### config.mk
export PLATFORM = sky130hd
export DESIGN_NAME = fccsr_fifo
export DESIGN_NICKNAME = d
export VERILOG_FILES = /design/src/rtl/fccsr_fifo.sv
export SDC_FILE = /design/constraint.sdc
export NUM_CORES = 1
export LEC_CHECK = 0
export BUFFER_PORTS_ARGS = -buffer_cell sky130_fd_sc_hd__buf_2
export CORE_MARGIN = 4
export CORE_UTILIZATION = 49
export CTS_BUF_LIST = sky130_fd_sc_hd__clkbuf_16
export CTS_CLUSTER_SIZE = 8
export DETAILED_ROUTE_END_ITERATION = 8
export PLACE_DENSITY = 0.86
export SYNTH_ARGS = -nofsm -noshare
export SYNTH_HDL_FRONTEND = slang
export SYNTH_SLANG_ARGS = --single-unit
### constraint.sdc
create_clock -name i_clk -period 2.05 [get_ports i_clk]
set_clock_uncertainty 0.1 [all_clocks]
set_input_delay 0.41 -clock i_clk [delete_from_list [all_inputs] [get_ports i_clk]]
set_output_delay 0.41 -clock i_clk [all_outputs]
set_load 0.01 [all_outputs]
### src/rtl/fccsr_fifo.sv
`default_nettype none

module fccsr_fifo #(
    parameter int WIDTH = 8,
    parameter int DEPTH = 2
) (
    input  wire logic             i_clk,
    input  wire logic             i_rst_n,
    input  wire logic             i_push,
    input  wire logic [WIDTH-1:0] i_data,
    output logic                  o_full,
    input  wire logic             i_pop,
    output logic      [WIDTH-1:0] o_data,
    output logic                  o_empty
);

    localparam int AW = $clog2(DEPTH);

    logic [WIDTH-1:0] r_mem [DEPTH];
    logic [AW-1:0]    r_wptr, n_wptr;
    logic [AW-1:0]    r_rptr, n_rptr;
    logic [AW:0]      r_count, n_count;
    logic             w_push, w_pop;

    assign o_full  = (r_count == (AW+1)'(DEPTH));
    assign o_empty = (r_count == '0);
    assign w_push  = i_push && !o_full;
    assign w_pop   = i_pop && !o_empty;
    assign o_data  = r_mem[r_rptr];

    always_comb begin
        n_wptr  = w_push ? AW'(r_wptr + AW'(1)) : r_wptr;
        n_rptr  = w_pop ? AW'(r_rptr + AW'(1)) : r_rptr;
        n_count = r_count;
        if (w_push && !w_pop) begin
            n_count = r_count + (AW+1)'(1);
        end else if (w_pop && !w_push) begin
            n_count = r_count - (AW+1)'(1);
        end
    end

    always_ff @(posedge i_clk) begin
        if (!i_rst_n) begin
            r_wptr  <= '0;
            r_rptr  <= '0;
            r_count <= '0;
        end else begin
            r_wptr  <= n_wptr;
            r_rptr  <= n_rptr;
            r_count <= n_count;
        end
    end

    always_ff @(posedge i_clk) begin
        if (w_push) begin
            r_mem[r_wptr] <= i_data;
        end
    end

endmodule

`default_nettype wire

# Word level (Yosys, flattened, before mapping)
# Memory sizes are Yosys's and may differ from the RTL's. A register that Yosys moved wholly into a read port is not among the register bits.
# Cells that the tools add are included.
# Widths: inputs -> output; s select.
# word_totals
mem_count	1
out_inout_bits	10
wordCells	25
in_bits	12
latchBits	0
ff_bits	4
mem_bits_rw	16
romBits	0
# op_classes
order_cmp	0
bitwise	0
addsub	4
reduce_logical	10
shift	0
div_mod_pow	0
n_mux	6
multipliers	0
eq_ne	1
# mem_list
memory	words	word_bits	rd	rd_clocked_by_memory_dff	write_ports	line_no	rtl
r_mem	2	8	1	1	1	19	logic [WIDTH-1:0] r_mem [DEPTH];
# op_table
operator	n
$logic_and 1x1->1	4
$logic_not 1->1	4
$mux 1	4
$mux 2	2
$add 1x1->1 const B	2
$add 2x1->2 const B	1
$eq 2x2->1 const B	1
$logic_not 2->1	1
$reduce_bool 2->1	1
$sub 2x1->2 const B	1

# Longest topological paths before layout
# depth
depth_word	7
depth_mapped	7
mapped_depth_nobuf	7

# Worst setup path before layout
# No wires, ideal clock.
# synth_timing
path_type	reg-to-reg
startpoint	register r_count[0]
endpoint	register r_count[1]
setup_slack_ns	0.403
setup_time_ns	0.070
period_less_slack_ns	1.647
arrival_time_ns	1.477
path_stages_with_launch	7
cell_sequence	dfxtp_1 -> nand2b_1 -> inv_1 -> nor2_1 -> ha_1 -> or3_1 -> a21oi_1
# synth_via
elab_chain_cells	6
elab_cells_between_ends	15
classes_between	add/sub: 2; eq/ne: 1; mux: 2; reduce/logical: 10
# synth_lines
element	line_no	rtl
from (decl)	22	logic [AW:0] r_count, n_count;
from (signal assigned)	50	r_count <= n_count;
$eq 2x2->1 *	25	assign o_full = (r_count == (AW+1)'(DEPTH));
net o_full	11	output logic o_full,
$logic_not 1->1 *	27	assign w_push = i_push && !o_full;
$logic_and 1x1->1 *	27	
net w_push	23	logic w_push, w_pop;
$logic_not 1->1	37	end else if (w_pop && !w_push) begin
$logic_and 1x1->1	37	
$reduce_bool 2->1 (no line)	--	
# The timed path passes the listed nets; every way through them passes the cells marked *. The select of a mux whose other input is x is not followed.
# A chain may end at the register's enable or synchronous reset.

==> impl_metrics.env <==
export IMPL_post_dp_cell_area_um2=931
export IMPL_cts_hold_buffers=0
export IMPL_postRouteAntennaNets=0
export IMPL_critical_path_depth=2
export IMPL_vias=472
export IMPL_worst_path_max_delay_cell="dfxtp_1"
export IMPL_leakage_nw=0.419
export IMPL_drtIter0Drc=3
export IMPL_avgSynthCellArea_um2=15.8
export IMPL_antenna_found_initial=0
export IMPL_grt_max_degree=13
export IMPL_cp_arrival_ns=1.30
export IMPL_routed_wl_um=1270
export IMPL_worstSetupPathType="reg -> out"
export IMPL_utilization=0.663
export IMPL_finalHoldViolCount=0
export IMPL_cts_tree="done"
export IMPL_crit_buf_inv=1
export IMPL_synth_top_cell_area_share=0.598
export IMPL_gp_congestion=0.683
export IMPL_yosysWarnings=0
export IMPL_synthDistinctLibCells=16
export IMPL_grt_pass1_wl_um=2190
export IMPL_synthMuxAreaShare=0.112
export IMPL_hpwl_um=993
export IMPL_synth_main_ff_cell="edfxtp_1"
export IMPL_synthSimpleGateAreaFrac=0.0592
export IMPL_worstSetupStartpointType="flip-flop"
export IMPL_synth_compound_area_share=0.0374
export IMPL_synth_area_leader_cell="edfxtp_1"
export IMPL_status="finished, final reports clean"
export IMPL_cts_made_buffers=3
export IMPL_ys_ff_latch=21
export IMPL_worstPathCellList="mux2_2 > buf_2"
export IMPL_grt_usage=0.118
export IMPL_rr_worst_depth=6
export IMPL_cts_root_buffer="clkbuf_16"
export IMPL_max_slew_margin=0.743
export IMPL_required_ns=1.54
export IMPL_setup_viol=0
export IMPL_min_period_ns=1.81
export IMPL_fmax_ghz=0.553
export IMPL_viasPerCell=5.13
export IMPL_tightest_slew_ns=0.386
export IMPL_hp_class="in -> reg"
export IMPL_drc=0
export IMPL_drive_above_1_share=0.461
export IMPL_design_area_um2=1010
export IMPL_slew_violations=0
export IMPL_clk_pin_slew_worst_paths_ns=0.06
export IMPL_power_total_w=0.00134
export IMPL_die_area_um2=2350
export IMPL_post_place_ws_ns=0.307
export IMPL_die_x_um=48.5
export IMPL_slowest_delay_ns=0.53
export IMPL_drv_cap=0
export IMPL_min_path_cells=1
export IMPL_ys_seq_area_frac=0.723
export IMPL_drt_first_pass_iters=3
export IMPL_fp_dieH_um=48.5
export IMPL_nets=90
export IMPL_wl_per_cell_um=13.8
export IMPL_clk_latency_ns=0.25
export IMPL_end_kind="primary output"
export IMPL_path_delay_family="flip-flops"
export IMPL_ys_async_sr_fraction=0
export IMPL_rsz0062_at_grt="no"
export IMPL_overflow=0
export IMPL_postCtsSetupBuffers=0
export IMPL_syn_inst=51
export IMPL_ios=22
export IMPL_yosys_top_cells_count="16 x edfxtp_1, 8 x mux2_2, 5 x dfxtp_1, 5 x nor2_1"
export IMPL_synth_top_family_by_area="multiplexers"
export IMPL_fin_crit_sh=0.882
export IMPL_synth_top_cells_by_area="edfxtp_1 60%, dfxtp_1 12%, mux2_2 11%"
export IMPL_synth_area_um2=803
export IMPL_floorplan_rows=14
export IMPL_port_buffers=21
export IMPL_antenna_cells=0
export IMPL_synth_adder_area_share=0.0156
export IMPL_initial_core_util=0.527
export IMPL_cts_htree_levels=1
export IMPL_worst_path_max_fanout=8
export IMPL_cts_sinks=21
export IMPL_cts_buffer_depth=2
export IMPL_synth_edf_count=16
export IMPL_syn_nets=64
export IMPL_core_area_um2=1520
export IMPL_ir_drop_mv=0.866
export IMPL_synth_most_common_cell="edfxtp_1"
export IMPL_setup_slack_ns=0.241
export IMPL_power_density_nw_per_um2=1330
export IMPL_cts_resized=0
export IMPL_fin_tns_setup_ns=0
export IMPL_synth_xor_area_frac=0.0327
export IMPL_synthToLayoutAreaGrowth_pct=25.9
export IMPL_grt_pass1_vias=508
-- report_power, final --
group	switching [W]	internal (W)	total [W]	leakage, nW
Combinational	0.000174	0.000174	0.000348	0.188
Clock	0.000133	0.000261	0.000394	0.0409
Sequential	0.0000563	0.000544	0.000601	0.191
Total	0.000364	0.000979	0.00134	0.419
-- sequential cells by signal, summed over array words and instances, names as in the netlist, named ones only --
register	flops
r_wptr	1
r_count	2
r_rptr	1
r_mem	16
-- per-layer routing --
metal / GRT usage / part of all wire / up-vias
met2: 0.204 / 0.53 / 16
met5: 0 / 0 / -
met4: 0.0404 / 0 / 0
met1: 0.136 / 0.40 / 225
li1: - / - / 231
met3: 0.0368 / 0.071 / 0
-- path summary, 6_finish.rpt --
| kind | start | to | slack [ns] |
|---|---|---|---|
| setup / recovery | flip-flop | o_data[0] | 0.24 |
| hold / removal | i_data[1] | r_mem[1][1] | 0.25 |
| setup reg to reg | r_count[0] | r_count[1] | 0.33 |
| hold reg to reg | r_rptr | flip-flop | 0.43 |
-- cell type report --
class	count	area (um2)
fillers	115	513
well taps	16	20.0
repair buffers	22	113
inverters	3	11.3
clock inverters	1	5.00
clock buffers	3	75.1
multi-input cells	26	206
flip-flops and latches	21	581
-- stage by stage --
| stage | hold WS, ns | cells |
|---|---|---|
| final | 0.253 | 92 |
| after CTS | 0.251 | 92 |
| after global routing | 0.250 | 92 |
| after global placement | 0.385 | 88 |
| after floorplan | 0.372 | 51 |
| after detailed placement | 0.419 | 88 |
-- layout by cell type (no fill, tap or decap), drive strengths merged --
master  count
edfxtp     16
a21boi      1
nor3        1
clkinv      1
or3         1
clkbuf      3
o21ai       2
a21oi       1
ha          1
nor2        5
and3        1
mux2        8
dfxtp       5
inv         3
buf        22
o21a        1
nand2b      1
xor2        3
-- kinds of logic after synthesis --
group                    Yosys count
buffers and inverters              4
XOR/XNOR                           3
flip-flops                        21
multiplexers                       8
AND/OR/NAND/NOR                    9
AO/OA/AOI/OAI                      5
adder cells (fa/ha/maj)            1
Power figures use the tool's default switching activity.
